<file path="src/hdl/bcbc_pkg.sv">
// ---------------------------------------------------------------------------
// bcbc_pkg: shared types and tables for the block copy byte converter
// Payload structs, register indexes, result kinds and the three code ROMs.
// ---------------------------------------------------------------------------
`default_nettype none

package bcbc_pkg;

  localparam int SizeBits = 17;
  localparam int RptBits  = 32;

  typedef enum logic [2:0] {
    REG_TABLE_SELECT = 3'd0,
    REG_CASE_MODE    = 3'd1,
    REG_SWAP_PAIRS   = 3'd2,
    REG_PAD_OUTPUT   = 3'd3,
    REG_IN_BLOCK     = 3'd4,
    REG_OUT_BLOCK    = 3'd5
  } reg_idx_t;

  typedef enum logic [1:0] {
    KIND_BYTE   = 2'd0,
    KIND_PAD    = 2'd1,
    KIND_REPORT = 2'd2
  } kind_t;

  typedef enum logic [1:0] {
    TBL_NONE = 2'd0,
    TBL_E2A  = 2'd1,
    TBL_A2E  = 2'd2,
    TBL_A2I  = 2'd3
  } tbl_t;

  typedef enum logic [1:0] {
    CASE_KEEP  = 2'd0,
    CASE_LOWER = 2'd1,
    CASE_UPPER = 2'd2,
    CASE_RSVD  = 2'd3
  } case_t;

  typedef struct packed {
    logic [7:0] data_byte;
    logic       end_of_stream;
  } in_item_t;

  typedef struct packed {
    logic [1:0]          kind;
    logic [7:0]          out_byte;
    logic [SizeBits-1:0] pad_length;
    logic                in_full;
    logic                out_full;
    logic                was_truncated;
    logic [RptBits-1:0]  full_in_total;
    logic [RptBits-1:0]  partial_in_total;
    logic [RptBits-1:0]  full_out_total;
    logic [RptBits-1:0]  partial_out_total;
    logic [RptBits-1:0]  truncated_total;
    logic                last;
  } out_item_t;

  // Work entry passed from front to back: up to two bytes plus a close.
  typedef struct packed {
    logic [7:0] b0;
    logic       b0_en;
    logic [7:0] b1;
    logic       b1_en;
    logic       close;
    logic       in_full;
    logic       out_full;
    logic       trunc;
    logic       pad_en;
    logic [SizeBits-1:0] pad_len;
  } job_t;

  localparam logic [7:0] E2A [256] = '{
    8'h00,8'h01,8'h02,8'h03,8'h9C,8'h09,8'h86,8'h7F,8'h97,8'h8D,8'h8E,8'h0B,8'h0C,8'h0D,8'h0E,8'h0F,
    8'h10,8'h11,8'h12,8'h13,8'h9D,8'h85,8'h08,8'h87,8'h18,8'h19,8'h92,8'h8F,8'h1C,8'h1D,8'h1E,8'h1F,
    8'h80,8'h81,8'h82,8'h83,8'h84,8'h0A,8'h17,8'h1B,8'h88,8'h89,8'h8A,8'h8B,8'h8C,8'h05,8'h06,8'h07,
    8'h90,8'h91,8'h16,8'h93,8'h94,8'h95,8'h96,8'h04,8'h98,8'h99,8'h9A,8'h9B,8'h14,8'h15,8'h9E,8'h1A,
    8'h20,8'hA0,8'hA1,8'hA2,8'hA3,8'hA4,8'hA5,8'hA6,8'hA7,8'hA8,8'hD5,8'h2E,8'h3C,8'h28,8'h2B,8'h7C,
    8'h26,8'hA9,8'hAA,8'hAB,8'hAC,8'hAD,8'hAE,8'hAF,8'hB0,8'hB1,8'h21,8'h24,8'h2A,8'h29,8'h3B,8'h7E,
    8'h2D,8'h2F,8'hB2,8'hB3,8'hB4,8'hB5,8'hB6,8'hB7,8'hB8,8'hB9,8'hCB,8'h2C,8'h25,8'h5F,8'h3E,8'h3F,
    8'hBA,8'hBB,8'hBC,8'hBD,8'hBE,8'hBF,8'hC0,8'hC1,8'hC2,8'h60,8'h3A,8'h23,8'h40,8'h27,8'h3D,8'h22,
    8'hC3,8'h61,8'h62,8'h63,8'h64,8'h65,8'h66,8'h67,8'h68,8'h69,8'hC4,8'hC5,8'hC6,8'hC7,8'hC8,8'hC9,
    8'hCA,8'h6A,8'h6B,8'h6C,8'h6D,8'h6E,8'h6F,8'h70,8'h71,8'h72,8'h5E,8'hCC,8'hCD,8'hCE,8'hCF,8'hD0,
    8'hD1,8'hE5,8'h73,8'h74,8'h75,8'h76,8'h77,8'h78,8'h79,8'h7A,8'hD2,8'hD3,8'hD4,8'h5B,8'hD6,8'hD7,
    8'hD8,8'hD9,8'hDA,8'hDB,8'hDC,8'hDD,8'hDE,8'hDF,8'hE0,8'hE1,8'hE2,8'hE3,8'hE4,8'h5D,8'hE6,8'hE7,
    8'h7B,8'h41,8'h42,8'h43,8'h44,8'h45,8'h46,8'h47,8'h48,8'h49,8'hE8,8'hE9,8'hEA,8'hEB,8'hEC,8'hED,
    8'h7D,8'h4A,8'h4B,8'h4C,8'h4D,8'h4E,8'h4F,8'h50,8'h51,8'h52,8'hEE,8'hEF,8'hF0,8'hF1,8'hF2,8'hF3,
    8'h5C,8'h9F,8'h53,8'h54,8'h55,8'h56,8'h57,8'h58,8'h59,8'h5A,8'hF4,8'hF5,8'hF6,8'hF7,8'hF8,8'hF9,
    8'h30,8'h31,8'h32,8'h33,8'h34,8'h35,8'h36,8'h37,8'h38,8'h39,8'hFA,8'hFB,8'hFC,8'hFD,8'hFE,8'hFF
  };

  localparam logic [7:0] A2E [256] = '{
    8'h00,8'h01,8'h02,8'h03,8'h37,8'h2D,8'h2E,8'h2F,8'h16,8'h05,8'h25,8'h0B,8'h0C,8'h0D,8'h0E,8'h0F,
    8'h10,8'h11,8'h12,8'h13,8'h3C,8'h3D,8'h32,8'h26,8'h18,8'h19,8'h3F,8'h27,8'h1C,8'h1D,8'h1E,8'h1F,
    8'h40,8'h5A,8'h7F,8'h7B,8'h5B,8'h6C,8'h50,8'h7D,8'h4D,8'h5D,8'h5C,8'h4E,8'h6B,8'h60,8'h4B,8'h61,
    8'hF0,8'hF1,8'hF2,8'hF3,8'hF4,8'hF5,8'hF6,8'hF7,8'hF8,8'hF9,8'h7A,8'h5E,8'h4C,8'h7E,8'h6E,8'h6F,
    8'h7C,8'hC1,8'hC2,8'hC3,8'hC4,8'hC5,8'hC6,8'hC7,8'hC8,8'hC9,8'hD1,8'hD2,8'hD3,8'hD4,8'hD5,8'hD6,
    8'hD7,8'hD8,8'hD9,8'hE2,8'hE3,8'hE4,8'hE5,8'hE6,8'hE7,8'hE8,8'hE9,8'hAD,8'hE0,8'hBD,8'h9A,8'h6D,
    8'h79,8'h81,8'h82,8'h83,8'h84,8'h85,8'h86,8'h87,8'h88,8'h89,8'h91,8'h92,8'h93,8'h94,8'h95,8'h96,
    8'h97,8'h98,8'h99,8'hA2,8'hA3,8'hA4,8'hA5,8'hA6,8'hA7,8'hA8,8'hA9,8'hC0,8'h4F,8'hD0,8'h5F,8'h07,
    8'h20,8'h21,8'h22,8'h23,8'h24,8'h15,8'h06,8'h17,8'h28,8'h29,8'h2A,8'h2B,8'h2C,8'h09,8'h0A,8'h1B,
    8'h30,8'h31,8'h1A,8'h33,8'h34,8'h35,8'h36,8'h08,8'h38,8'h39,8'h3A,8'h3B,8'h04,8'h14,8'h3E,8'hE1,
    8'h41,8'h42,8'h43,8'h44,8'h45,8'h46,8'h47,8'h48,8'h49,8'h51,8'h52,8'h53,8'h54,8'h55,8'h56,8'h57,
    8'h58,8'h59,8'h62,8'h63,8'h64,8'h65,8'h66,8'h67,8'h68,8'h69,8'h70,8'h71,8'h72,8'h73,8'h74,8'h75,
    8'h76,8'h77,8'h78,8'h80,8'h8A,8'h8B,8'h8C,8'h8D,8'h8E,8'h8F,8'h90,8'h6A,8'h9B,8'h9C,8'h9D,8'h9E,
    8'h9F,8'hA0,8'hAA,8'hAB,8'hAC,8'h4A,8'hAE,8'hAF,8'hB0,8'hB1,8'hB2,8'hB3,8'hB4,8'hB5,8'hB6,8'hB7,
    8'hB8,8'hB9,8'hBA,8'hBB,8'hBC,8'hA1,8'hBE,8'hBF,8'hCA,8'hCB,8'hCC,8'hCD,8'hCE,8'hCF,8'hDA,8'hDB,
    8'hDC,8'hDD,8'hDE,8'hDF,8'hEA,8'hEB,8'hEC,8'hED,8'hEE,8'hEF,8'hFA,8'hFB,8'hFC,8'hFD,8'hFE,8'hFF
  };

  localparam logic [7:0] A2I [256] = '{
    8'h00,8'h01,8'h02,8'h03,8'h37,8'h2D,8'h2E,8'h2F,8'h16,8'h05,8'h25,8'h0B,8'h0C,8'h0D,8'h0E,8'h0F,
    8'h10,8'h11,8'h12,8'h13,8'h3C,8'h3D,8'h32,8'h26,8'h18,8'h19,8'h3F,8'h27,8'h1C,8'h1D,8'h1E,8'h1F,
    8'h40,8'h5A,8'h7F,8'h7B,8'h5B,8'h6C,8'h50,8'h7D,8'h4D,8'h5D,8'h5C,8'h4E,8'h6B,8'h60,8'h4B,8'h61,
    8'hF0,8'hF1,8'hF2,8'hF3,8'hF4,8'hF5,8'hF6,8'hF7,8'hF8,8'hF9,8'h7A,8'h5E,8'h4C,8'h7E,8'h6E,8'h6F,
    8'h7C,8'hC1,8'hC2,8'hC3,8'hC4,8'hC5,8'hC6,8'hC7,8'hC8,8'hC9,8'hD1,8'hD2,8'hD3,8'hD4,8'hD5,8'hD6,
    8'hD7,8'hD8,8'hD9,8'hE2,8'hE3,8'hE4,8'hE5,8'hE6,8'hE7,8'hE8,8'hE9,8'hAD,8'hE0,8'hBD,8'h5F,8'h6D,
    8'h79,8'h81,8'h82,8'h83,8'h84,8'h85,8'h86,8'h87,8'h88,8'h89,8'h91,8'h92,8'h93,8'h94,8'h95,8'h96,
    8'h97,8'h98,8'h99,8'hA2,8'hA3,8'hA4,8'hA5,8'hA6,8'hA7,8'hA8,8'hA9,8'hC0,8'h4F,8'hD0,8'hA1,8'h07,
    8'h20,8'h21,8'h22,8'h23,8'h24,8'h15,8'h06,8'h17,8'h28,8'h29,8'h2A,8'h2B,8'h2C,8'h09,8'h0A,8'h1B,
    8'h30,8'h31,8'h1A,8'h33,8'h34,8'h35,8'h36,8'h08,8'h38,8'h39,8'h3A,8'h3B,8'h04,8'h14,8'h3E,8'hE1,
    8'h41,8'h42,8'h43,8'h44,8'h45,8'h46,8'h47,8'h48,8'h49,8'h51,8'h52,8'h53,8'h54,8'h55,8'h56,8'h57,
    8'h58,8'h59,8'h62,8'h63,8'h64,8'h65,8'h66,8'h67,8'h68,8'h69,8'h70,8'h71,8'h72,8'h73,8'h74,8'h75,
    8'h76,8'h77,8'h78,8'h80,8'h8A,8'h8B,8'h8C,8'h8D,8'h8E,8'h8F,8'h90,8'h9A,8'h9B,8'h9C,8'h9D,8'h9E,
    8'h9F,8'hA0,8'hAA,8'hAB,8'hAC,8'hAD,8'hAE,8'hAF,8'hB0,8'hB1,8'hB2,8'hB3,8'hB4,8'hB5,8'hB6,8'hB7,
    8'hB8,8'hB9,8'hBA,8'hBB,8'hBC,8'hBD,8'hBE,8'hBF,8'hCA,8'hCB,8'hCC,8'hCD,8'hCE,8'hCF,8'hDA,8'hDB,
    8'hDC,8'hDD,8'hDE,8'hDF,8'hEA,8'hEB,8'hEC,8'hED,8'hEE,8'hEF,8'hFA,8'hFB,8'hFC,8'hFD,8'hFE,8'hFF
  };

endpackage

`default_nettype wire

</file>
<file path="src/hdl/block_copy_byte_converter.sv">
// ---------------------------------------------------------------------------
// block_copy_byte_converter: record byte converter with case fold and swap
// Front folds and pairs bytes, a work queue decouples it from the back,
// which converts and emits bytes, pad runs and record reports.
// ---------------------------------------------------------------------------
//   channel  direction  handshake        payload
//   in_      input      valid / stall    bcbc_pkg::in_item_t
//   out_     output     valid / stall    bcbc_pkg::out_item_t
//   cfg_     input      write enable     index 3 bits, data 17 bits
// One byte is accepted per cycle while the queue has room; the back side
// sends one result per cycle unless the output stalls, and offers the first
// result of an item from its result register once the job is at the queue
// head. An item makes up to four results (a swapped pair, pad run and report),
// so closes in quick succession fill the four-entry queue and stall the input.
// Reset is synchronous: registers, position and counters clear at once.
// An output stall holds the result register and backs up through the queue.
`default_nettype none

module block_copy_byte_converter #(
  parameter int BLOCK_LIMIT  = 65536,
  parameter int COUNTER_BITS = 32
) (
  input  wire                        clk,
  input  wire                        rst_n,
  input  wire                        in_valid,
  output logic                       in_stall,
  input  wire bcbc_pkg::in_item_t    in_item,
  output logic                       out_valid,
  input  wire                        out_stall,
  output bcbc_pkg::out_item_t        out_item,
  input  wire                        cfg_we,
  input  wire [2:0]                  cfg_index,
  input  wire [bcbc_pkg::SizeBits-1:0] cfg_data
);

  bcbc_pkg::tbl_t  tsel_r;
  bcbc_pkg::case_t cmode_r;
  logic            swap_r, pad_r;
  logic [bcbc_pkg::SizeBits-1:0] ibs_r, obs_r;

  bcbc_pkg::job_t job, head;
  logic job_valid, not_full, not_empty, pop, take;

  always_ff @(posedge clk) begin
    if (!rst_n) begin
      tsel_r  <= bcbc_pkg::TBL_NONE;
      cmode_r <= bcbc_pkg::CASE_KEEP;
      swap_r  <= 1'b0;
      pad_r   <= 1'b0;
      ibs_r   <= bcbc_pkg::SizeBits'(512);
      obs_r   <= bcbc_pkg::SizeBits'(512);
    end else if (cfg_we) begin
      unique case (cfg_index)
        bcbc_pkg::REG_TABLE_SELECT: tsel_r  <= bcbc_pkg::tbl_t'(cfg_data[1:0]);
        bcbc_pkg::REG_CASE_MODE:    cmode_r <= bcbc_pkg::case_t'(cfg_data[1:0]);
        bcbc_pkg::REG_SWAP_PAIRS:   swap_r  <= cfg_data[0];
        bcbc_pkg::REG_PAD_OUTPUT:   pad_r   <= cfg_data[0];
        bcbc_pkg::REG_IN_BLOCK:     ibs_r   <= cfg_data;
        bcbc_pkg::REG_OUT_BLOCK:    obs_r   <= cfg_data;
        default: ;
      endcase
    end
  end

  assign in_stall = !not_full;
  assign take     = in_valid && not_full;

  bcbc_front #(.BLOCK_LIMIT(BLOCK_LIMIT)) u_front (
    .clk, .rst_n, .take, .item(in_item),
    .table_select(tsel_r), .case_mode(cmode_r), .swap_pairs(swap_r),
    .pad_output(pad_r), .in_block_size(ibs_r), .out_block_size(obs_r),
    .job, .job_valid
  );

  bcbc_queue u_queue (
    .clk, .rst_n, .push(take && job_valid), .push_data(job), .pop,
    .head, .not_empty, .not_full
  );

  bcbc_back #(.COUNTER_BITS(COUNTER_BITS)) u_back (
    .clk, .rst_n, .head, .head_valid(not_empty), .pop,
    .table_select(tsel_r), .out_valid, .out_stall, .out_item
  );

`ifndef SYNTH
  a_stall_full: assert property (@(posedge clk) disable iff (!rst_n)
    in_stall |-> not_empty) else $error("stall with empty queue");
  a_out_from_job: assert property (@(posedge clk) disable iff (!rst_n)
    $rose(out_valid) |-> $past(not_empty)) else $error("result without job");
  a_cfg_hold: assert property (@(posedge clk) disable iff (!rst_n)
    !cfg_we |=> $stable(ibs_r) && $stable(obs_r)) else $error("size moved");
`endif

endmodule

`default_nettype wire

</file>
<file path="src/hdl/bcbc_front.sv">
// ---------------------------------------------------------------------------
// bcbc_front: input side of the block copy byte converter
// Folds each byte, tracks the record position, pairs bytes for the swap and
// works out the close flags and pad run of a record.
// ---------------------------------------------------------------------------
`default_nettype none

module bcbc_front #(
  parameter int BLOCK_LIMIT = 65536
) (
  input  wire                         clk,
  input  wire                         rst_n,
  input  wire                         take,
  input  wire bcbc_pkg::in_item_t     item,
  input  wire bcbc_pkg::tbl_t         table_select,
  input  wire bcbc_pkg::case_t        case_mode,
  input  wire                         swap_pairs,
  input  wire                         pad_output,
  input  wire [bcbc_pkg::SizeBits-1:0] in_block_size,
  input  wire [bcbc_pkg::SizeBits-1:0] out_block_size,
  output bcbc_pkg::job_t              job,
  output logic                        job_valid
);

  localparam int PW = $clog2(BLOCK_LIMIT + 1);
  localparam int SW = (PW > bcbc_pkg::SizeBits) ? PW : bcbc_pkg::SizeBits;
  localparam logic [SW-1:0] Lim = SW'(BLOCK_LIMIT);

  logic [PW-1:0] pos_r, pos_nxt;
  logic [7:0]    held_r, held_nxt;
  logic          held_v_r, held_v_nxt;

  logic [7:0]    b_tab, b;
  logic [SW-1:0] ibs, obs, p, len, p_lo, kept, written;
  logic          closes, in_full;

  function automatic logic [SW-1:0] eff(input logic [bcbc_pkg::SizeBits-1:0] v);
    logic [SW-1:0] w;
    w = SW'(v);
    if (v == '0) return SW'(1);
    if (w > Lim) return Lim;
    return w;
  endfunction

  always_comb begin
    b_tab = (table_select == bcbc_pkg::TBL_E2A) ? bcbc_pkg::E2A[item.data_byte]
                                                : item.data_byte;
    b = b_tab;
    if (case_mode == bcbc_pkg::CASE_LOWER && b_tab >= 8'h41 && b_tab <= 8'h5A)
      b = b_tab + 8'h20;
    if (case_mode == bcbc_pkg::CASE_UPPER && b_tab >= 8'h61 && b_tab <= 8'h7A)
      b = b_tab - 8'h20;

    ibs     = eff(in_block_size);
    obs     = eff(out_block_size);
    p       = SW'(pos_r);
    len     = p + SW'(1);
    p_lo    = (p == '0) ? '0 : p - SW'(1);
    closes  = item.end_of_stream || (len >= ibs);
    in_full = len >= ibs;
    kept    = (len < obs) ? len : obs;
    written = (in_full || pad_output) ? obs : kept;

    job = '0;
    held_nxt   = held_r;
    held_v_nxt = held_v_r;
    if (held_v_r) begin
      job.b0 = b;
      job.b0_en = p_lo < obs;
      job.b1 = held_r;
      job.b1_en = p < obs;
      held_v_nxt = 1'b0;
    end else if (swap_pairs && !pos_r[0] && !closes) begin
      held_nxt   = b;
      held_v_nxt = 1'b1;
    end else begin
      job.b0 = b;
      job.b0_en = p < obs;
    end
    job.close    = closes;
    job.in_full  = in_full;
    job.out_full = written >= obs;
    job.trunc    = len > obs;
    job.pad_en   = written > kept;
    job.pad_len  = bcbc_pkg::SizeBits'(written - kept);
    job_valid    = job.b0_en || job.b1_en || closes;

    pos_nxt = closes ? '0 : PW'(len);
    if (closes) held_v_nxt = 1'b0;
  end

  always_ff @(posedge clk) begin
    if (!rst_n) begin
      pos_r    <= '0;
      held_v_r <= 1'b0;
      held_r   <= '0;
    end else if (take) begin
      pos_r    <= pos_nxt;
      held_v_r <= held_v_nxt;
      held_r   <= held_nxt;
    end
  end

`ifndef SYNTH
  a_hold_even: assert property (@(posedge clk) disable iff (!rst_n)
    held_v_r |-> pos_r[0]) else $error("held byte at even position");
  a_close_clears: assert property (@(posedge clk) disable iff (!rst_n)
    take && closes |=> pos_r == '0 && !held_v_r) else $error("close left state");
  a_pair_out: assert property (@(posedge clk) disable iff (!rst_n)
    take && held_v_r |=> !held_v_r) else $error("held byte not released");
`endif

endmodule

`default_nettype wire

</file>
<file path="src/hdl/bcbc_queue.sv">
// ---------------------------------------------------------------------------
// bcbc_queue: small work queue between front and back
// Four-entry register queue; a push and a pop may share a cycle.
// ---------------------------------------------------------------------------
`default_nettype none

module bcbc_queue (
  input  wire                   clk,
  input  wire                   rst_n,
  input  wire                   push,
  input  wire bcbc_pkg::job_t   push_data,
  input  wire                   pop,
  output bcbc_pkg::job_t        head,
  output logic                  not_empty,
  output logic                  not_full
);

  localparam int Depth = 4;

  bcbc_pkg::job_t mem_r [Depth];
  logic [1:0] wp_r, rp_r;
  logic [2:0] cnt_r;

  assign head      = mem_r[rp_r];
  assign not_empty = cnt_r != '0;
  assign not_full  = cnt_r != 3'(Depth);

  always_ff @(posedge clk) begin
    if (push) mem_r[wp_r] <= push_data;
  end

  always_ff @(posedge clk) begin
    if (!rst_n) begin
      wp_r <= '0;
      rp_r <= '0;
      cnt_r <= '0;
    end else begin
      if (push) wp_r <= wp_r + 2'd1;
      if (pop) rp_r <= rp_r + 2'd1;
      cnt_r <= cnt_r + 3'(push) - 3'(pop);
    end
  end

`ifndef SYNTH
  a_no_over: assert property (@(posedge clk) disable iff (!rst_n)
    push |-> not_full || pop) else $error("queue overflow");
  a_no_under: assert property (@(posedge clk) disable iff (!rst_n)
    pop |-> not_empty) else $error("queue underflow");
  a_cnt: assert property (@(posedge clk) disable iff (!rst_n)
    cnt_r <= 3'(Depth)) else $error("queue count out of range");
`endif

endmodule

`default_nettype wire

</file>
<file path="src/hdl/bcbc_back.sv">
// ---------------------------------------------------------------------------
// bcbc_back: output side of the block copy byte converter
// Sends the bytes of a queued job through the output ROM, then the pad run
// and record report, one result a cycle unless stalled, and keeps the counters.
// ---------------------------------------------------------------------------
`default_nettype none

module bcbc_back #(
  parameter int COUNTER_BITS = 32
) (
  input  wire                     clk,
  input  wire                     rst_n,
  input  wire bcbc_pkg::job_t     head,
  input  wire                     head_valid,
  output logic                    pop,
  input  wire bcbc_pkg::tbl_t     table_select,
  output logic                    out_valid,
  input  wire                     out_stall,
  output bcbc_pkg::out_item_t     out_item
);

  localparam int CW = COUNTER_BITS;
  localparam logic [CW-1:0] Top = '1;

  // step: 0 first byte, 1 second byte, 2 pad, 3 report
  logic [1:0] step_r, step_nxt;
  logic       ov_r;
  bcbc_pkg::out_item_t ob_r;
  logic [CW-1:0] fi_r, pi_r, fo_r, po_r, tr_r;

  logic       sel_v, sel_last, load;
  logic [1:0] sel_step;
  bcbc_pkg::out_item_t r;
  logic [7:0] byte_sel, byte_cv;
  logic [CW-1:0] fi_n, pi_n, fo_n, po_n, tr_n;

  function automatic logic [CW-1:0] sat(input logic [CW-1:0] c);
    return (c == Top) ? c : c + CW'(1);
  endfunction

  // find the next pending result of the head job at or after step_r
  always_comb begin
    sel_v = 1'b0;
    sel_step = step_r;
    priority if (step_r == 2'd0 && head.b0_en) begin
      sel_v = 1'b1; sel_step = 2'd0;
    end else if (step_r <= 2'd1 && head.b1_en) begin
      sel_v = 1'b1; sel_step = 2'd1;
    end else if (step_r <= 2'd2 && head.close && head.pad_en) begin
      sel_v = 1'b1; sel_step = 2'd2;
    end else if (head.close) begin
      sel_v = 1'b1; sel_step = 2'd3;
    end else begin
      sel_v = 1'b0;
    end
    sel_v = sel_v && head_valid;

    unique case (sel_step)
      2'd0:    sel_last = !head.b1_en && !head.close;
      2'd1:    sel_last = !head.close;
      2'd2:    sel_last = 1'b0;
      default: sel_last = 1'b1;
    endcase

    byte_sel = (sel_step == 2'd0) ? head.b0 : head.b1;
    unique case (table_select)
      bcbc_pkg::TBL_A2E: byte_cv = bcbc_pkg::A2E[byte_sel];
      bcbc_pkg::TBL_A2I: byte_cv = bcbc_pkg::A2I[byte_sel];
      default:           byte_cv = byte_sel;
    endcase

    fi_n = head.in_full  ? sat(fi_r) : fi_r;
    pi_n = head.in_full  ? pi_r : sat(pi_r);
    fo_n = head.out_full ? sat(fo_r) : fo_r;
    po_n = head.out_full ? po_r : sat(po_r);
    tr_n = head.trunc    ? sat(tr_r) : tr_r;

    r = '0;
    r.last = sel_last;
    unique case (sel_step)
      2'd0, 2'd1: begin
        r.kind = bcbc_pkg::KIND_BYTE;
        r.out_byte = byte_cv;
      end
      2'd2: begin
        r.kind = bcbc_pkg::KIND_PAD;
        r.pad_length = head.pad_len;
      end
      default: begin
        r.kind = bcbc_pkg::KIND_REPORT;
        r.in_full = head.in_full;
        r.out_full = head.out_full;
        r.was_truncated = head.trunc;
        r.full_in_total = bcbc_pkg::RptBits'(fi_n);
        r.partial_in_total = bcbc_pkg::RptBits'(pi_n);
        r.full_out_total = bcbc_pkg::RptBits'(fo_n);
        r.partial_out_total = bcbc_pkg::RptBits'(po_n);
        r.truncated_total = bcbc_pkg::RptBits'(tr_n);
      end
    endcase

    load = sel_v && (!ov_r || !out_stall);
    pop  = load && sel_last;
    step_nxt = step_r;
    if (load) step_nxt = sel_last ? 2'd0 : sel_step + 2'd1;
  end

  assign out_valid = ov_r;
  assign out_item  = ob_r;

  always_ff @(posedge clk) begin
    if (load) ob_r <= r;
  end

  always_ff @(posedge clk) begin
    if (!rst_n) begin
      ov_r <= 1'b0;
      step_r <= '0;
      fi_r <= '0; pi_r <= '0; fo_r <= '0; po_r <= '0; tr_r <= '0;
    end else begin
      step_r <= step_nxt;
      if (load) ov_r <= 1'b1;
      else if (!out_stall) ov_r <= 1'b0;
      if (load && sel_step == 2'd3) begin
        fi_r <= fi_n; pi_r <= pi_n; fo_r <= fo_n; po_r <= po_n; tr_r <= tr_n;
      end
    end
  end

`ifndef SYNTH
  a_hold: assert property (@(posedge clk) disable iff (!rst_n)
    ov_r && out_stall |=> ov_r && $stable(ob_r)) else $error("result lost");
  a_pop_last: assert property (@(posedge clk) disable iff (!rst_n)
    pop |-> r.last) else $error("job popped before last");
  a_step_idle: assert property (@(posedge clk) disable iff (!rst_n)
    !head_valid |-> step_r == 2'd0) else $error("step without job");
`endif

endmodule

`default_nettype wire
</file>
<file path="config.mk">
export PLATFORM = sky130hd
export DESIGN_NAME = block_copy_byte_converter
export DESIGN_NICKNAME = d
export VERILOG_FILES = /design/src/hdl/bcbc_pkg.sv /design/src/hdl/block_copy_byte_converter.sv /design/src/hdl/bcbc_front.sv /design/src/hdl/bcbc_queue.sv /design/src/hdl/bcbc_back.sv
export SDC_FILE = /design/constraint.sdc
export NUM_CORES = 1
export LEC_CHECK = 0
export BUFFER_PORTS_ARGS = -buffer_cell sky130_fd_sc_hd__clkbuf_2
export CORE_MARGIN = 2
export CORE_UTILIZATION = 45
export CTS_CLUSTER_DIAMETER = 50
export DETAILED_ROUTE_END_ITERATION = 6
export GPL_TIMING_DRIVEN = 0
export PLACE_DENSITY_LB_ADDON = 0.2
export SETUP_SLACK_MARGIN = 0.1
export SYNTH_ARGS = -nofsm -noshare
export SYNTH_HDL_FRONTEND = slang
export SYNTH_HIERARCHICAL = 1
export SYNTH_SLANG_ARGS = --single-unit
</file>
<file path="constraint.sdc">
create_clock -name clk -period 7.2 [get_ports clk]
set_input_delay 2.16 -clock clk [delete_from_list [all_inputs] [get_ports clk]]
set_output_delay 2.16 -clock clk [all_outputs]
set_load 0.1 [all_outputs]
</file>
==> results.md, run 1 <==
| Group | Quantity | Reported |
| --- | --- | --- |
| critical path | R2R cell count | 18 |
| yosys | Fraction of the yosys area taken by sequential cells | 43.5% |
| placed design | Pre-CTS worst setup slack | -0.513 ns |
| yosys | Post-synthesis register bit count | 589 |
| timing | Timing-limited maximum frequency | 148 MHz |
| critical path | Most repeated library cell on the critical path | clkbuf_1 |
| clock network | Max Buffers Root-to-Sink | 3 |
| timing | Max transition margin | 13.7% |
| placed design | Port bufs | 226 |
| critical path | Critical path arrival | 7.04 ns |
| min path | Worst Hold End | obs_r[16] |
| timing | Actual slew at the worst max-slew pin | 1.28 ns |
| detailed routing | Vias per std cell | 5.77 |
| floorplanning | Horizontal die dimension | 284 um |
| floorplanning | Site row count | 102 |
| clock network | Cts hold-fix bufs | 0 |
| power | Total power after layout | 18.1 mW |
| detailed routing | Final ANT Viol Nets | 0 |
| timing | Post-route setup slack | 0.449 ns |
| grt | Antenna violations before repair | 0 |
| grt | Total Routing Usage GR | 25.7% |
| yosys | Most area-hungry cell type in the Yosys netlist | edfxtp_1 |
| critical path | CP Class | reg -> reg |
| clock network | Clk_lat worst skew | 0.64 ns |
| cells and area | Count of antenna diodes in the layout | 0 |
| critical path | Required time of the worst setup path | 7.49 ns |
| detailed routing | Total wire length | 105 mm |
| min path | Min-Delay Path Class | reg -> reg |
| placed design | Final weighted congestion in routability-driven placement | 1.03 |
| cells and area | Fraction of layout cells with a size suffix above 1 | 13.8% |
| critical path | FF-to-FF setup slack | 0.45 ns |
| min path | Min-Delay Path Depth | 2 |
| clock network | Number of sinks handled by clock tree synthesis | 589 |
| floorplanning | DIE AREA | 80,500 um^2 |
| cells and area | Footprint of the flip-flops and latches | 15,300 um^2 |
| clock network | Htree depth | 3 |
| cells and area | Area overhead of the layout relative to synthesis | 15.2% |
| detailed routing | Length of the first detailed-routing pass in iterations | 6 |
| grt | Largest net degree at the start of global routing | 125 |
| yosys | Synthesized net count | 3,749 |
| critical path | CP startpoint kind | register |
| grt | First-pass GRT wire length | 163 mm |
| floorplanning | Count of pins on the block boundary | 227 |
| timing | Period utilization | 93.8% |
| critical path | Endpoint of the worst register-to-register path | u_back/out_item[183] |
| clock network | CTS tree | built |
| timing | Smallest hold slack | 0.465 ns |
| clock network | Clock slew seen by the registers of the worst setup and hold paths | 0.06 ns |
| floorplanning | Area of the core region | 77,500 um^2 |
| cells and area | Area of the multi-input gates | 18,600 um^2 |
| power | Peak supply drop | 0.500 mV |
| cells and area | Final net count | 4,067 |
| yosys | Primary FF master, synth | edfxtp_1 |
| yosys | Number of enable flip-flop cells after synthesis | 351 |
| critical path | Max Fanout on Critical Path | 17 |
| cells and area | Number of filler cells placed in the layout | 7,141 |
| clock network | Clock buffers created by TritonCTS | 77 |
| power | Static Leakage | 15.4 nW |
| critical path | Worst setup EP type | register |
| job | Max-capacitance violation count | 0 |
| timing | RSZ-0062 raised after global routing | no |
| placed design | Detailed Place HPWL | 76.3 mm |
| detailed routing | Count of routing violations after the opening detailed-route iteration | 2,746 |
| yosys | Fraction of post-synthesis cell area in the top cell type by area | 29.9% |
| yosys | Number of cells produced by synthesis | 3,560 |
| grt | Vias in the first global route | 27,764 |
| grt | Overall overflow remaining after global route | 0 |
| floorplanning | Initial Util | 45.5% |
| critical path | Cells along the critical path | buf_6 -> buf_12 -> mux4_2 -> nand3b_1 -> o21ai_0 -> o21a_1 -> o21ai_0 -> ha_1 -> buf_2 -> mux2_2 -> clkbuf_1 -> ha_1 -> clkbuf_1 -> clkbuf_1 -> a2111oi_0 -> o41ai_1 -> a211o_1 -> o41ai_1 |
| yosys | Main area contributors after synthesis | edfxtp_1, dfxtp_1, and2_1 |
| clock network | Root Buffer | clkbuf_16 |
| yosys | Proportion of synthesized flip-flops having asynchronous set or reset | 0% |
| yosys | Synthesized cell area | 35,200 um^2 |
| critical path | Slowest CP cell | clkbuf_1 |
| floorplanning | Overall die height | 284 um |
| yosys | Number of warning messages in the yosys log | 6 |
| detailed routing | Residual DRC | 0 |
| cells and area | Most frequent cells in the layout | edfxtp_1, nand2_1, and2_1 |
| status | Result of the run | complete, no violations |
| timing | Final Hold Viols | 0 |
| min path | Source of the worst hold timing path | obs_r[16] |
| yosys | Syn_area_per_cell | 9.89 um^2 |
| cells and area | Commonest non-fill, non-tap cell in the layout | edfxtp_1 |
| timing | Slew Limit Fails | 0 |
| detailed routing | Wire length per cell | 21.2 um |
| timing | # setup viols final | 0 |
| power | Power density of the placed cells | 447 nW/um^2 |
| yosys | Unique cell type count in the Yosys netlist | 98 |
| detailed routing | DR vias | 28,740 |
| timing | Max Clock Skew | 0.0454 ns |
| timing | Setup TNS | 0 ns |
| critical path | CP max stage delay | 0.82 ns |
| timing | Min Tclk post-route | 6.75 ns |
metal layers:
layer / track usage (%) / part of all wire (%)
met1: 34.0 / 42
met2: 40.7 / 45
met3: 5.02 / 7.3
met4: 11.5 / 4.8
met5: 0 / 0
worst max-delay path by stage:
| stage | startpoint | endpoint | slack, ns | cells past startpoint |
|---|---|---|---|---|
| final | register | u_back/out_item[183] | 0.45 | 18 |
| after global placement | out_stall | u_back/out_item[138] | -1.58 | 4 |
| after global routing | u_front/p[1] | u_queue/mem_r[0][16] | 0.11 | 27 |
| after floorplan | out_stall | u_back/out_item[0] | 0.55 | 3 |
| after CTS | u_front/p[0] | u_queue/mem_r[0][16] | 0.11 | 27 |
| after detailed placement | u_front/p[1] | u_queue/mem_r[1][16] | -0.51 | 27 |
layout make-up:
cell class | instances | share of cell area [%]
multi-input combinational | 2652 | 45.9
sequential | 589 | 37.7
clock buffer | 89 | 5.06
tap | 1040 | 3.21
timing repair buffer | 239 | 3.20
buffer | 231 | 2.61
clock inverter | 54 | 1.46
inverter | 88 | 0.833
cell usage after synthesis (all sizes together) (115+ instances only):
cell type  count
xnor2        210
xor2         115
and2         314
a21oi        118
nor2         173
clkbuf       160
nand3        145
nand2        339
dfxtp        238
edfxtp       351
o21ai        128
ha           153
sequential cells by signal (all words and copies together) (netlist names), named ones only:
| register | count |
|---|---|
| u_back/out_item | 191 |
| u_queue/mem_r | 160 |
| u_back/fi_r | 32 |
| u_back/fo_r | 32 |
| u_back/pi_r | 32 |
| u_back/po_r | 32 |
| u_back/tr_r | 32 |
| ibs_r | 17 |
| obs_r | 17 |
| u_front/p | 17 |
| u_front/held_r | 8 |
| u_queue/cnt_r | 3 |
| cmode_r | 2 |
| tsel_r | 2 |
| u_back/step_r | 2 |
| u_queue/rp_r | 2 |
| u_queue/wp_r | 2 |
| pad_r | 1 |
| swap_r | 1 |
| u_back/out_valid | 1 |
| u_front/held_v_r | 1 |
power breakdown:
group / switching [mW] / leakage, nW / total [mW] / internal (mW)
Combinational: 7.73 / 8.91 / 9.49 / 1.76
Sequential: 0.265 / 5.26 / 4.78 / 4.52
Clock: 1.57 / 1.27 / 3.85 / 2.28
Total: 9.57 / 15.4 / 18.1 / 8.55
critical path, delay by kind of cell (launching register included):
kind,cells,cell delay (ns)
buffers and inverters,6,2.45
AO/OA/AOI/OAI,7,2.04
multiplexers,2,0.89
adder cells (fa/ha/maj),2,0.58
flip-flops,1,0.33
AND/OR/NAND/NOR,1,0.11
kinds of logic after synthesis:
| kind of cell | share of synthesized area, % |
|---|---|
| AOI/OAI and AO/OA | 11.4 |
| xor gates and xnor gates | 8.15 |
| adders and majority gates | 5.55 |
| buffers and inverters | 3.93 |
| DFF | 43.5 |
| muxes | 5.83 |
| and+or+nand+nor | 21.6 |
repair_timing:
item                                    CTS  global route
buffers inserted                          2             5
resized for setup                         5            17
endpoints found under the setup margin   32            44
pin swaps                                 1             0
metrics by stage:
step	utilization (%)	instance area (um^2)	instances
after global routing	52.4	40600	4982
after CTS	52.2	40500	4977
after floorplan	-	35200	3560
after global placement	48.6	37600	4826
after detailed placement	48.8	37800	4832
final	52.4	40600	4982
Power figures use the tool's default switching activity.
==> run 2, diff against run 1 <==
--- a/config.mk
+++ b/config.mk
@@ -6,6 +6,7 @@
 export NUM_CORES = 1
 export LEC_CHECK = 0
 export BUFFER_PORTS_ARGS = -buffer_cell sky130_fd_sc_hd__clkbuf_2
+export CORE_ASPECT_RATIO = 0.75
 export CORE_MARGIN = 2
 export CORE_UTILIZATION = 45
 export CTS_CLUSTER_DIAMETER = 50
==> run 2 against run 1 <==
Net effect:
- non-clock buffer count rose by 1
- clock power down 10%
- register-to-register slack worse by 0.05 ns
- fmax decreased by 0.67%
- highest routed layer unchanged
- utilization fell by 0.25 points
- via count up 1.0%
- die area about the same
- clock skew rose by 0.0067 ns
==> results.md, run 2 (synthesized netlist as in run 1, its figures left out) <==
| Group | Quantity | Reported | Change |
| --- | --- | --- | --- |
| timing | Period utilization | 94.4% | +0.63 points |
| critical path | Most repeated library cell on the critical path | o21ai_0 |  |
| timing | # setup viols final | 0 | unchanged |
| grt | Largest net degree at the start of global routing | 110 | -12% |
| placed design | Port bufs | 226 | unchanged |
| grt | Total Routing Usage GR | 26.8% | +1.1 points |
| critical path | Critical path arrival | 7.13 ns | +0.09 ns |
| cells and area | Most frequent cells in the layout | edfxtp_1, nand2_1, and2_1 |  |
| timing | Max Clock Skew | 0.0520 ns | +0.00666 ns |
| placed design | Final weighted congestion in routability-driven placement | 1.03 | +0.16% |
| timing | Max transition margin | 6.88% | -6.8 points |
| detailed routing | Final ANT Viol Nets | 0 | unchanged |
| detailed routing | Count of routing violations after the opening detailed-route iteration | 3,402 | +24% |
| timing | Actual slew at the worst max-slew pin | 1.38 ns | +0.0998 ns |
| critical path | Slowest CP cell | buf_1 |  |
| critical path | Cells along the critical path | buf_6 -> buf_12 -> mux4_2 -> nand3b_1 -> o21ai_0 -> o21a_1 -> o21ai_0 -> ha_1 -> buf_2 -> mux2_2 -> clkbuf_1 -> clkbuf_1 -> buf_1 -> ha_1 -> nand2b_1 -> a21oi_1 -> nor3_1 -> o21ai_0 -> and3_1 -> o41ai_1 |  |
| critical path | CP max stage delay | 0.80 ns | -0.02 ns |
| detailed routing | Length of the first detailed-routing pass in iterations | 6 | unchanged |
| clock network | Htree depth | 3 | unchanged |
| placed design | Post-Place Cells | 4,826 | -0.12% |
| grt | Overall overflow remaining after global route | 0 | unchanged |
| cells and area | Area overhead of the layout relative to synthesis | 14.2% |  |
| grt | First-pass GRT wire length | 166 mm | +1.9% |
| clock network | Clock slew seen by the registers of the worst setup and hold paths | 0.06 ns | about the same |
| clock network | Clock buffers created by TritonCTS | 68 | -12% |
| clock network | Max Buffers Root-to-Sink | 3 | unchanged |
| timing | Timing-limited maximum frequency | 147 MHz | -0.67% |
| power | Power density of the placed cells | 441 nW/um^2 | -1.2% |
| floorplanning | Area of the core region | 77,200 um^2 | -0.37% |
| cells and area | Final instance count without filler cells | 4,963 | -0.38% |
| cells and area | Commonest non-fill, non-tap cell in the layout | edfxtp_1 |  |
| floorplanning | Horizontal die dimension | 327 um | +15% |
| critical path | CP startpoint kind | register |  |
| job | Max-capacitance violation count | 0 | unchanged |
| status | Result of the run | complete, no violations |  |
| timing | RSZ-0062 raised after global routing | no |  |
| detailed routing | Vias per std cell | 5.85 | +1.4% |
| min path | Min-Delay Path Class | reg -> reg |  |
| power | Peak supply drop | 0.515 mV | +2.9% |
| floorplanning | Overall die height | 246 um | -13% |
| timing | Slew Limit Fails | 0 | unchanged |
| detailed routing | Total wire length | 111 mm | +5.0% |
| critical path | Worst setup EP type | register |  |
| critical path | Max Fanout on Critical Path | 13 | -4 |
| critical path | Critical path's top delay family | buffers and inverters |  |
| grt | Vias in the first global route | 26,760 | -3.6% |
| cells and area | Final net count | 4,059 | -0.20% |
| timing | Min Tclk post-route | 6.80 ns | +0.0453 ns |
| detailed routing | DR vias | 29,038 | +1.0% |
| clock network | Cts hold-fix bufs | 0 | unchanged |
| floorplanning | Initial Util | 45.6% | +0.17 points |
| critical path | CP Class | reg -> reg |  |
| timing | Final Hold Viols | 0 | unchanged |
| clock network | Clk_lat worst skew | 0.64 ns | about the same |
| clock network | Number of sinks handled by clock tree synthesis | 589 | unchanged |
| cells and area | Post-layout utilization of the core | 52.1% | -0.25 points |
| floorplanning | Site row count | 88 | -14% |
| detailed routing | Wire length per cell | 22.3 um | +5.4% |
| floorplanning | DIE AREA | 80,500 um^2 | about the same |
| floorplanning | Count of pins on the block boundary | 227 | unchanged |
| placed design | Detailed Place HPWL | 80.5 mm | +5.5% |
| detailed routing | Residual DRC | 0 | unchanged |
| critical path | Required time of the worst setup path | 7.54 ns | +0.05 ns |
| critical path | Buffers plus inverters on the worst setup path | 6 | unchanged |
| clock network | CTS tree | built |  |
| clock network | Root Buffer | clkbuf_16 |  |
| cells and area | Largest register FFs | 191 | unchanged |
| power | Static Leakage | 15.3 nW | -1.1% |
| grt | Antenna violations before repair | 6 | +6 |
| cells and area | Fraction of layout cells with a size suffix above 1 | 13.4% | -0.35 points |
==> run 2: cell count changes in the layout (fill, tap and decap cells not counted), sizes merged <==
cell / before / now
buf: 83 / 85
bufinv: 5 / 3
clkinvlp: 7 / 6
clkbuf: 476 / 472
clkinv: 38 / 24
inv: 92 / 94
diode: 0 / 3
==> run 2: report_power, final <==
part / total (mW) / leakage [nW] / internal, mW / switching [mW]
clock: 3.45 / 1.08 / 1.95 / 1.50
sequential: 4.76 / 5.26 / 4.51 / 0.248
combinational: 9.53 / 8.93 / 1.76 / 7.77
==> run 2: cell type report <==
class	instances	area (um^2)
clock inverter	39	449
sequential	589	15300
tap	1035	1290
fill	7125	37000
timing repair buffer	240	1310
clock buffer	86	1810
inverter	88	338
multi-input combinational	2652	18600
antenna	3	7.51
buffer	231	1050
==> run 2: final timing paths <==
kind	from	endpoint	slack, ns	depth (start not counted)
max reg2reg	register	u_back/out_item[183]	0.40	20
min	obs_r[16]	obs_r[16]	0.47	2
min reg2reg	obs_r[16]	obs_r[16]	0.47	2
max	register	u_back/out_item[183]	0.40	20
==> run 2: per-layer routing <==
layer  routed length, um  share of wire (%)  track usage (%)  vias to the layer above
li1                    -                  -                -                    13501
met1               51800                 47             41.0                    13978
met2               45900                 41             37.6                     1373
met3               10300                9.3             5.52                      186
met4                2680                2.4             7.61                        0
met5                   0                  0                0                        -
==> run 2: tightest hold or removal path: cells and delay by family (launching register included) <==
kind | cells | cell delay [ns]
multiplexers | 1 | 0.05
AND/OR/NAND/NOR | 1 | 0.06
flip-flops | 1 | 0.32
==> run 2: per-stage QoR <==
stage | hold slack (ns) | worst slack [ns] | area [um^2] | TNS, ns | power (mW)
global route | 0.497 | 0.127 | 40200 | 0 | 18.3
global placement | 0.451 | -1.77 | 37600 | -347.89 | 13.5
detailed placement | 0.463 | -0.699 | 37800 | -14.41 | 14.1
CTS | 0.471 | 0.129 | 40100 | 0 | 17.6
finish | 0.468 | 0.404 | 40200 | 0 | 17.7
floorplan | 0.434 | 0.550 | 35200 | 0 | 11.9
==> run 2: what timing repair did <==
item,CTS,global route
pin swaps,1,0
gates resized for setup,4,20
cloned,0,0
endpoints found under the setup margin,44,40
setup buffers,4,5
